<file path="src/rtl/core/hrbp_pkg.sv">
// shared types, character codes and per-byte helper functions of the request parser
package hrbp_pkg;

  localparam int unsigned RQ_DEPTH = 8;

  localparam logic [7:0] CH_CR    = 8'h0D;
  localparam logic [7:0] CH_LF    = 8'h0A;
  localparam logic [7:0] CH_SP    = 8'h20;
  localparam logic [7:0] CH_QM    = 8'h3F;
  localparam logic [7:0] CH_COLON = 8'h3A;
  localparam logic [7:0] CH_TAB   = 8'h09;
  localparam logic [7:0] CH_UC_A  = 8'h41;
  localparam logic [7:0] CH_UC_Z  = 8'h5A;
  localparam logic [7:0] CASE_BIT = 8'h20;

  typedef enum logic [3:0] {
    PH_METHOD  = 4'd0,
    PH_PATH    = 4'd1,
    PH_QUERY   = 4'd2,
    PH_VERSION = 4'd3,
    PH_LSTART  = 4'd4,
    PH_NAME    = 4'd5,
    PH_VSKIP   = 4'd6,
    PH_VALUE   = 4'd7,
    PH_BODY    = 4'd8,
    PH_REJECT  = 4'd9
  } phase_t;

  typedef enum logic [3:0] {
    K_METHOD  = 4'd0,
    K_PATH    = 4'd1,
    K_QSTART  = 4'd2,
    K_QUERY   = 4'd3,
    K_VERSION = 4'd4,
    K_NAME    = 4'd5,
    K_COLON   = 4'd6,
    K_SPACE   = 4'd7,
    K_VALUE   = 4'd8,
    K_LINEEND = 4'd9,
    K_BODY    = 4'd10,
    K_END     = 4'd11
  } kind_t;

  typedef enum logic [1:0] {
    ST_OK       = 2'd0,
    ST_NO_CRLF  = 2'd1,
    ST_NO_SP_M  = 2'd2,
    ST_NO_SP_P  = 2'd3
  } status_t;

  typedef struct packed {
    phase_t      phase;
    logic        cr_pending;
    logic        colon_seen;
    logic [1:0]  error_code;
    logic        line_open;
  } pstate_t;

  typedef struct packed {
    kind_t       kind;
    logic [7:0]  raw_byte;
    logic [7:0]  lowered_byte;
    logic        flag;
    logic [1:0]  status;
    logic        run_last;
  } res_t;

  typedef struct packed {
    pstate_t     st;
    logic        vld;
    kind_t       kind;
  } ord_t;

  localparam pstate_t PSTATE_RST = '{
    phase: PH_METHOD, cr_pending: 1'b0, colon_seen: 1'b0,
    error_code: 2'd0, line_open: 1'b0
  };

  function automatic logic [7:0] to_lower(input logic [7:0] b);
    logic [7:0] r;
    r = b;
    if (b >= CH_UC_A && b <= CH_UC_Z) r = b | CASE_BIT;
    return r;
  endfunction

  function automatic logic is_ws(input logic [7:0] b);
    return (b == CH_SP) || (b >= CH_TAB && b <= CH_CR);
  endfunction

  function automatic res_t mk_res(input kind_t k, input logic [7:0] raw,
                                  input logic flag, input logic [1:0] status);
    res_t r;
    r.kind         = k;
    r.raw_byte     = raw;
    r.lowered_byte = to_lower(raw);
    r.flag         = flag;
    r.status       = status;
    r.run_last     = 1'b0;
    return r;
  endfunction

  // classify one byte in the current phase
  function automatic ord_t ordinary(input pstate_t s, input logic [7:0] b);
    ord_t o;
    o.st   = s;
    o.vld  = 1'b1;
    o.kind = K_BODY;
    unique case (s.phase)
      PH_METHOD: begin
        if (b == CH_SP) begin
          o.kind = K_SPACE;
          o.st.phase = PH_PATH;
        end else begin
          o.kind = K_METHOD;
        end
      end
      PH_PATH: begin
        priority if (b == CH_SP) begin
          o.kind = K_SPACE;
          o.st.phase = PH_VERSION;
        end else if (b == CH_QM) begin
          o.kind = K_QSTART;
          o.st.phase = PH_QUERY;
        end else begin
          o.kind = K_PATH;
        end
      end
      PH_QUERY: begin
        if (b == CH_SP) begin
          o.kind = K_SPACE;
          o.st.phase = PH_VERSION;
        end else begin
          o.kind = K_QUERY;
        end
      end
      PH_VERSION: o.kind = K_VERSION;
      PH_LSTART, PH_NAME: begin
        o.st.line_open = 1'b1;
        if (b == CH_COLON) begin
          o.kind = K_COLON;
          o.st.colon_seen = 1'b1;
          o.st.phase = PH_VSKIP;
        end else begin
          o.kind = K_NAME;
          o.st.phase = PH_NAME;
        end
      end
      PH_VSKIP: begin
        o.st.line_open = 1'b1;
        if (is_ws(b)) begin
          o.kind = K_SPACE;
        end else begin
          o.kind = K_VALUE;
          o.st.phase = PH_VALUE;
        end
      end
      PH_VALUE: o.kind = K_VALUE;
      PH_BODY:  o.kind = K_BODY;
      default:  o.vld = 1'b0;
    endcase
    return o;
  endfunction

endpackage

</file>
<file path="src/rtl/core/hrbp_if.sv">
// valid/ready channel interfaces for request bytes and classified results
interface hrbp_in_if;
  logic       valid;
  logic       ready;
  logic [7:0] data_byte;
  logic       last_byte;

  modport source (output valid, data_byte, last_byte, input ready);
  modport sink (input valid, data_byte, last_byte, output ready);
endinterface

interface hrbp_out_if;
  logic       valid;
  logic       ready;
  logic [3:0] kind;
  logic [7:0] raw_byte;
  logic [7:0] lowered_byte;
  logic       flag;
  logic [1:0] status;
  logic       run_last;

  modport source (output valid, kind, raw_byte, lowered_byte, flag, status, run_last,
                  input ready);
  modport sink (input valid, kind, raw_byte, lowered_byte, flag, status, run_last,
                output ready);
endinterface

</file>
<file path="src/rtl/core/hrbp_step.sv">
// parser state register and per-byte classification into up to three results
module hrbp_step
  import hrbp_pkg::*;
(
  input  logic       clk,
  input  logic       rst_n,
  input  logic       acc,
  input  logic [7:0] data_byte,
  input  logic       last_byte,
  output logic [1:0] push_cnt,
  output res_t       push_res [3]
);

  pstate_t st_r, st_nxt;
  res_t    slot [3];
  logic [2:0] sv;
  logic [1:0] n;
  ord_t    o_cr, o_b;
  pstate_t s;
  logic    consumed;
  logic [1:0] end_status;
  logic    end_open;

  always_comb begin
    s          = st_r;
    sv         = '0;
    consumed   = 1'b0;
    end_status = ST_OK;
    end_open   = 1'b0;
    o_cr       = '0;
    o_b        = '0;
    slot[0]    = mk_res(K_LINEEND, '0, 1'b0, ST_OK);
    slot[1]    = mk_res(K_BODY, data_byte, 1'b0, ST_OK);
    slot[2]    = mk_res(K_END, '0, 1'b0, ST_OK);

    // held cr: either closes a line or becomes an ordinary byte
    if (s.cr_pending) begin
      s.cr_pending = 1'b0;
      if (data_byte == CH_LF) begin
        consumed = 1'b1;
        sv[0]    = 1'b1;
        slot[0]  = mk_res(K_LINEEND, '0, s.colon_seen, ST_OK);
        unique case (s.phase)
          PH_METHOD: begin
            s.error_code = ST_NO_SP_M;
            s.phase      = PH_REJECT;
          end
          PH_PATH, PH_QUERY: begin
            s.error_code = ST_NO_SP_P;
            s.phase      = PH_REJECT;
          end
          PH_VERSION: s.phase = PH_LSTART;
          PH_LSTART:  s.phase = PH_BODY;
          default: begin
            s.phase      = PH_LSTART;
            s.colon_seen = 1'b0;
            s.line_open  = 1'b0;
          end
        endcase
      end else begin
        o_cr    = ordinary(s, CH_CR);
        s       = o_cr.st;
        sv[0]   = o_cr.vld;
        slot[0] = mk_res(o_cr.kind, CH_CR, 1'b0, ST_OK);
      end
    end

    if (!consumed) begin
      if (data_byte == CH_CR && s.phase < PH_BODY && !last_byte) begin
        s.cr_pending = 1'b1;
      end else begin
        o_b     = ordinary(s, data_byte);
        s       = o_b.st;
        sv[1]   = o_b.vld;
        slot[1] = mk_res(o_b.kind, data_byte, 1'b0, ST_OK);
      end
    end

    if (last_byte) begin
      priority if (s.phase <= PH_VERSION) begin
        end_status = ST_NO_CRLF;
      end else if (s.phase >= PH_REJECT) begin
        end_status = s.error_code;
      end else if (s.phase >= PH_LSTART && s.phase <= PH_VALUE) begin
        end_open = s.line_open;
      end else begin
        end_open = 1'b0;
      end
      sv[2]   = 1'b1;
      slot[2] = mk_res(K_END, '0, end_open, end_status);
      s       = PSTATE_RST;
    end

    st_nxt = s;
  end

  // pack the valid slots in order and mark the last one
  always_comb begin
    n = '0;
    for (int k = 0; k < 3; k++) begin
      push_res[k] = slot[2];
    end
    for (int k = 0; k < 3; k++) begin
      if (sv[k]) begin
        push_res[n] = slot[k];
        n = n + 2'd1;
      end
    end
    if (n != 2'd0) push_res[n - 2'd1].run_last = 1'b1;
    push_cnt = acc ? n : 2'd0;
  end

  always_ff @(posedge clk) begin
    if (!rst_n) begin
      st_r <= PSTATE_RST;
    end else if (acc) begin
      st_r <= st_nxt;
    end
  end

endmodule

</file>
<file path="src/rtl/core/hrbp_rq.sv">
// result queue: takes up to three results a cycle, hands out one per beat
module hrbp_rq
  import hrbp_pkg::*;
#(
  parameter int unsigned DEPTH = RQ_DEPTH
)
(
  input  logic       clk,
  input  logic       rst_n,
  input  logic [1:0] push_cnt,
  input  res_t       push_res [3],
  input  logic       pop,
  output logic       not_empty,
  output logic       has_room,
  output res_t       head
);

  localparam int unsigned AW = $clog2(DEPTH);
  localparam int unsigned CW = $clog2(DEPTH + 1);

  res_t          mem [DEPTH];
  logic [AW-1:0] wp_r, rp_r;
  logic [CW-1:0] cnt_r, cnt_nxt;

  assign not_empty = (cnt_r != '0);
  // room for a full three-result burst
  assign has_room  = (cnt_r <= CW'(DEPTH - 3));
  assign head      = mem[rp_r];
  assign cnt_nxt   = cnt_r + CW'(push_cnt) - CW'(pop);

  always_ff @(posedge clk) begin
    for (int k = 0; k < 3; k++) begin
      if (2'(k) < push_cnt) mem[wp_r + AW'(k)] <= push_res[k];
    end
  end

  always_ff @(posedge clk) begin
    if (!rst_n) begin
      wp_r  <= '0;
      rp_r  <= '0;
      cnt_r <= '0;
    end else begin
      wp_r  <= wp_r + AW'(push_cnt);
      rp_r  <= rp_r + AW'(pop);
      cnt_r <= cnt_nxt;
    end
  end

endmodule

</file>
<file path="src/rtl/core/http_request_byte_parser_top.sv">
// top level of the http request byte parser
//
//  channel  | dir | beat payload
//  in_ch    | in  | data_byte[7:0], last_byte
//  out_ch   | out | kind[3:0], raw_byte[7:0], lowered_byte[7:0], flag, status[1:0], run_last
//
// a byte is classified in the cycle it is accepted and its results land in the result
// queue at the next edge; the first result can leave in the cycle after acceptance.
// each byte gives zero to three results and the output drains one per beat, so a
// stream of single-result bytes runs at one byte per cycle while out_ch.ready stays high.
// in_ch.ready drops while the queue has fewer than three free entries.
// synchronous active-low reset puts the parser at the start of a method field.
module http_request_byte_parser_top
  import hrbp_pkg::*;
#(
  parameter int unsigned RES_DEPTH = RQ_DEPTH  // power of two, at least 4
)
(
  input logic        clk,
  input logic        rst_n,
  hrbp_in_if.sink    in_ch,
  hrbp_out_if.source out_ch
);

  logic       acc;
  logic       has_room;
  logic       not_empty;
  logic       pop;
  logic [1:0] push_cnt;
  res_t       push_res [3];
  res_t       head;

  assign in_ch.ready = has_room;
  assign acc         = in_ch.valid && has_room;
  assign pop         = not_empty && out_ch.ready;

  hrbp_step u_step (
    .clk       (clk),
    .rst_n     (rst_n),
    .acc       (acc),
    .data_byte (in_ch.data_byte),
    .last_byte (in_ch.last_byte),
    .push_cnt  (push_cnt),
    .push_res  (push_res)
  );

  hrbp_rq #(
    .DEPTH (RES_DEPTH)
  ) u_rq (
    .clk       (clk),
    .rst_n     (rst_n),
    .push_cnt  (push_cnt),
    .push_res  (push_res),
    .pop       (pop),
    .not_empty (not_empty),
    .has_room  (has_room),
    .head      (head)
  );

  assign out_ch.valid        = not_empty;
  assign out_ch.kind         = head.kind;
  assign out_ch.raw_byte     = head.raw_byte;
  assign out_ch.lowered_byte = head.lowered_byte;
  assign out_ch.flag         = head.flag;
  assign out_ch.status       = head.status;
  assign out_ch.run_last     = head.run_last;

endmodule
</file>
<file path="src/flat_wrapper.sv">
// flat-port wrapper written by rule: the top's interface ports become plain ports
module http_request_byte_parser_top_flat import hrbp_pkg::*;
#(
  parameter int unsigned RES_DEPTH = RQ_DEPTH                             
)
  (clk, rst_n, in_ch_valid, in_ch_data_byte, in_ch_last_byte, in_ch_ready, out_ch_valid, out_ch_kind, out_ch_raw_byte, out_ch_lowered_byte, out_ch_flag, out_ch_status, out_ch_run_last, out_ch_ready);
  hrbp_in_if in_ch_i ();
  hrbp_out_if out_ch_i ();
  input logic clk;
  input logic rst_n;
  input wire logic [$bits(in_ch_i.valid)-1:0] in_ch_valid;
  input wire logic [$bits(in_ch_i.data_byte)-1:0] in_ch_data_byte;
  input wire logic [$bits(in_ch_i.last_byte)-1:0] in_ch_last_byte;
  output wire logic [$bits(in_ch_i.ready)-1:0] in_ch_ready;
  output wire logic [$bits(out_ch_i.valid)-1:0] out_ch_valid;
  output wire logic [$bits(out_ch_i.kind)-1:0] out_ch_kind;
  output wire logic [$bits(out_ch_i.raw_byte)-1:0] out_ch_raw_byte;
  output wire logic [$bits(out_ch_i.lowered_byte)-1:0] out_ch_lowered_byte;
  output wire logic [$bits(out_ch_i.flag)-1:0] out_ch_flag;
  output wire logic [$bits(out_ch_i.status)-1:0] out_ch_status;
  output wire logic [$bits(out_ch_i.run_last)-1:0] out_ch_run_last;
  input wire logic [$bits(out_ch_i.ready)-1:0] out_ch_ready;
  assign in_ch_i.valid = in_ch_valid;
  assign in_ch_i.data_byte = in_ch_data_byte;
  assign in_ch_i.last_byte = in_ch_last_byte;
  assign in_ch_ready = in_ch_i.ready;
  assign out_ch_valid = out_ch_i.valid;
  assign out_ch_kind = out_ch_i.kind;
  assign out_ch_raw_byte = out_ch_i.raw_byte;
  assign out_ch_lowered_byte = out_ch_i.lowered_byte;
  assign out_ch_flag = out_ch_i.flag;
  assign out_ch_status = out_ch_i.status;
  assign out_ch_run_last = out_ch_i.run_last;
  assign out_ch_i.ready = out_ch_ready;
  http_request_byte_parser_top #(.RES_DEPTH(RES_DEPTH)) u_core (.clk(clk), .rst_n(rst_n), .in_ch(in_ch_i), .out_ch(out_ch_i));
endmodule
</file>
<file path="config.mk">
export PLATFORM = sky130hd
export DESIGN_NAME = http_request_byte_parser_top_flat
export DESIGN_NICKNAME = d
export VERILOG_FILES = /design/src/rtl/core/hrbp_pkg.sv /design/src/rtl/core/hrbp_if.sv /design/src/rtl/core/hrbp_step.sv /design/src/rtl/core/hrbp_rq.sv /design/src/rtl/core/http_request_byte_parser_top.sv /design/src/flat_wrapper.sv
export SDC_FILE = /design/constraint.sdc
export NUM_CORES = 1
export LEC_CHECK = 0
export BUFFER_PORTS_ARGS = -buffer_cell sky130_fd_sc_hd__buf_4
export CAP_MARGIN = 20
export CELL_PAD_IN_SITES_DETAIL_PLACEMENT = 0
export CELL_PAD_IN_SITES_GLOBAL_PLACEMENT = 1
export CORE_ASPECT_RATIO = 0.75
export CORE_MARGIN = 4
export CORE_UTILIZATION = 35
export CTS_BUF_LIST = sky130_fd_sc_hd__clkbuf_4
export DETAILED_ROUTE_END_ITERATION = 12
export GPL_ROUTABILITY_DRIVEN = 1
export PLACE_DENSITY_LB_ADDON = 0.1
export REMOVE_ABC_BUFFERS = 1
export SYNTH_ARGS = -nofsm -noshare
export SYNTH_HDL_FRONTEND = slang
export SYNTH_HIERARCHICAL = 1
export SYNTH_SLANG_ARGS = --single-unit
</file>
<file path="constraint.sdc">
create_clock -name clk -period 15.3 [get_ports clk]
set_clock_uncertainty 0.15 [all_clocks]
set_input_delay 1.53 -clock clk [delete_from_list [all_inputs] [get_ports clk]]
set_output_delay 1.53 -clock clk [all_outputs]
set_load 0.02 [all_outputs]
</file>
==> key figures <==
Run status
  – Status: finished clean

Job
  – Maximum capacitance violations: 0

Clocking
  – Post-CTS Setup Inserts: 0
  – Worst-Skew Late Latency: 0.76 ns
  – Root Driver: clkbuf_4
  – Depth of the CTS H-tree: 2
  – TritonCTS clock tree: built
  – Hold_buf cts: 0
  – # resized after CTS: 0
  – CTS sink count: 211
  – CTS Buf Count: 60
  – Reg clk slew, reported paths: 0.07 ns
  – CTS max path bufs: 3

Logic synthesis
  – Yosys warns: 6
  – Main combinational cell family by area after synthesis: simple AND/OR/NAND/NOR gates
  – Library cells used by synthesis: between 70 and 80
  – Synth Flop Type: edfxtp_1
  – Xor-xnor portion of the synthesized cell area: 0.00439
  – Seq/Total Area, Yosys: 0.399
  – Simple-gate share of the synthesized area: 0.226
  – Synth Area in Compound Gates: 0.179
  – Mux cell area share after synthesis: 0.0919
  – Post-synth ARST share: 0
  – Synth Instances: 1686
  – Area share of fa/ha/maj cells after synthesis: 0.0146
  – Syn_area_per_cell: 9.13 um2
  – Synthesized area: around 15000 um2
  – Yosys reg bits: roughly 210
  – Post-synth EDFFs: 192

Critical path
  – CP most frequent cell: buf_4
  – Worst r2r path cells: 15
  – Reg-to-reg endpoint: u_core/u_rq/mem[0][7]$_DFFE_PP_
  – Reg2reg start: u_core/u_step/st_r[4]$_SDFFE_PN0P_
  – Slowest stage delay, CP: between 0.7 and 0.8 ns
  – Worst Setup SP: in_ch_data_byte[6]
  – Startpoint types: input pin
  – Arr. time, crit path: roughly 7.8 ns
  – Crit. End Element: flip-flop
  – CP cell instances: buf_4, or4_4, nor3_4, mux2i_1, a31oi_1, or2_1, inv_1, ha_1, nor2_1, a211oi_4, buf_4, buf_4, nand3b_1, buf_4, o22ai_4, buf_4
  – Kind of critical path: in2reg
  – Crit-path slowest cell: o22ai_4
  – Worst Path Required: approximately 16 ns
  – FF-to-FF setup slack: 8.43 ns
  – CP Capture Point: u_core/u_rq/mem[0][7]$_DFFE_PP_
  – Critical path peak fanout: just over 70

Power and ir drop
  – Leakage: 4.96 nW
  – Power density over cell area: 120 nW/um2
  – Worst VDD drop: 0.0537 mV
  – Total power: 2.00 mW

STA
  – Minimum clock period: 7.49 ns
  – Worst-Margin Slew: 1.14 ns
  – Final Hold Viols: 0
  – Final setup margin: ~7.8 ns
  – Final Cycle Share: 0.489
  – Setup TNS: 0 ns
  – F_max: between 100 and 150 MHz
  – RSZ-0062 raised after global routing: false
  – Setup-failing EPs final: 0
  – Slew HR: 0.239
  – Max Transition Viols Final: 0

Layout
  – # fillers: approximately 4400
  – Register area: 6160 um2
  – Share of cells above drive strength 1: 0.172
  – Area taken by multi-input logic gates: slightly above 8000 um2
  – Syn-to-layout area delta: 7.69%
  – Fin nets: 1623
  – Final core occ: 0.382

Global route
  – GRT Total Usage: 0.252
  – Total grt overflow: 0
  – First-pass GRT wire length: around 91 mm
  – Vias in the first global route: 13300
  – Largest net degree at the start of global routing: 197
  – Antenna violations before repair: 2

Route
  – Wirelength, routed: 61.6 mm
  – Antenna Nets Post-Route: 0
  – DRT iter0 DRCs: 1628
  – Pre-antenna DRT Iters: 5
  – DR WL/cell: 27.7 um
  – Vias: 14000
  – DR DRC count: 0
  – Vias per cell: between 6 and 7

Placed design
  – Final GP Congestion: 0.907
  – Pre-CTS setup slack: 7.17 ns
  – Port Buffer Count: 38
  – Final HPWL DP: 34.5 mm

Floorplanning
  – Row cnt: 66
  – I/O pin count: 39
  – Initial Util: 0.354
  – DIE AREA: 47400 um2
  – Chip Height: 190 um
  – Core Area: between 40000 and 50000 um2
  – Die width: approximately 250 um

Hold path
  – Worst Hold Class: reg2reg
[registers in the layout, indices dropped and copies added (netlist names)]
signal,count
u_core/u_rq/cnt_r,4
u_core/u_step/st_r,9
u_core/u_rq/wp_r,3
u_core/u_rq/mem,192
u_core/u_rq/rp_r,3
[worst max-delay path, delay by kind of cell]
kind	cells	cell delay (ns)
compound gates	3	1.10
fa+ha+maj	1	0.21
buf+inv	6	2.18
mux	1	0.66
simple gates	5	2.02
[metal layers]
layer / track usage / vias up / routed length, um
met5: 0 / - / 11
met4: 0.0712 / 2 / 1670
met3: 0.0469 / 113 / 5590
met2: 0.377 / 708 / 26600
met1: 0.373 / 6946 / 27800
li1: - / 6248 / -
[worst min-delay path by stage]
stage                                         endpoint  slack, ns                                from  cells past startpoint
finish              u_core/u_step/st_r[2]$_SDFFE_PN0P_       0.35  u_core/u_step/st_r[2]$_SDFFE_PN0P_                      2
global route        u_core/u_step/st_r[2]$_SDFFE_PN0P_       0.41  u_core/u_step/st_r[2]$_SDFFE_PN0P_                      2
CTS                 u_core/u_step/st_r[2]$_SDFFE_PN0P_       0.34  u_core/u_step/st_r[2]$_SDFFE_PN0P_                      2
detailed placement  u_core/u_step/st_r[2]$_SDFFE_PN0P_       0.33  u_core/u_step/st_r[2]$_SDFFE_PN0P_                      2
global placement    u_core/u_step/st_r[2]$_SDFFE_PN0P_       0.31  u_core/u_step/st_r[2]$_SDFFE_PN0P_                      2
floorplan           u_core/u_step/st_r[2]$_SDFFE_PN0P_       0.28  u_core/u_step/st_r[2]$_SDFFE_PN0P_                      2
[cell usage after synthesis, types with 4 or more instances]
master      n  area share
clkbuf_2    4      0.0013
buf_2      31       0.010
and4b_1    48       0.031
and2_1     22      0.0089
nor4_1      4      0.0016
mux4_2     48       0.070
inv_1      22      0.0054
buf_1      28      0.0068
nand2_1   216       0.053
mux2_2     26       0.019
o22ai_1    12      0.0049
clkbuf_1  130       0.032
and3_1      4      0.0016
dfxtp_1    19       0.025
nor4bb_1   23       0.015
a21o_1      4      0.0020
a21oi_1    20      0.0065
nor3_1    200       0.065
or2_2       6      0.0024
buf_4      40       0.020
nand3_1    12      0.0039
and4_1     24       0.014
o21ai_0   206       0.067
nand2b_1    6      0.0024
buf_6      12      0.0088
or3_1       4      0.0016
a31oi_1   200       0.081
nor2b_1     8      0.0033
nor2_1     23      0.0056
ha_1       14       0.011
edfxtp_1  192        0.37
or2_1       8      0.0033
[cell families (layout without fill, tap and decap cells)]
logic type / count (synthesis) / after routing
compound gates: 475 / 475
mux: 78 / 78
other cells: 2 / 22
xor+xnor: 6 / 6
fa+ha+maj: 17 / 17
simple gates: 629 / 629
flops: 211 / 211
buf+inv: 268 / 205
[report_power, final]
part	internal [mW]	switching [mW]	total [mW]
logic	0.258	0.450	0.708
clock network	0.272	0.271	0.542
registers	0.701	0.0438	0.745
total	1.23	0.764	2.00
[cell usage in the layout (no fill, tap or decap), types with 16 or more instances in the layout]
cell type	n
nand2_1	215
o21ai_0	206
nor3_1	200
a31oi_1	200
edfxtp_1	192
clkbuf_4	92
buf_4	68
mux4_2	48
and4b_1	48
mux2_2	26
and4_1	24
nor4bb_1	23
nor2_1	23
and2_1	22
inv_1	22
a21oi_1	20
conb_1	20
clkinv_1	16
[layout make-up]
cell class	count	share of cell area
antenna	2	0.000302
clock buffer	92	0.0417
clock inverter	17	0.00415
inverter	23	0.00521
multi-input combinational	1225	0.495
sequential	211	0.371
tap	578	0.0436
timing repair buffer	73	0.0382
[through the flow]
step / area [um2] / hold slack (ns) / std cells
finish: 16600 / 0.346 / 2221
global route: 16600 / 0.407 / 2220
CTS: 16500 / 0.344 / 2218
detailed placement: 15800 / 0.328 / 2109
global placement: 15700 / 0.311 / 2107
floorplan: 14300 / 0.282 / 1459
Power figures use the tool's default switching activity.
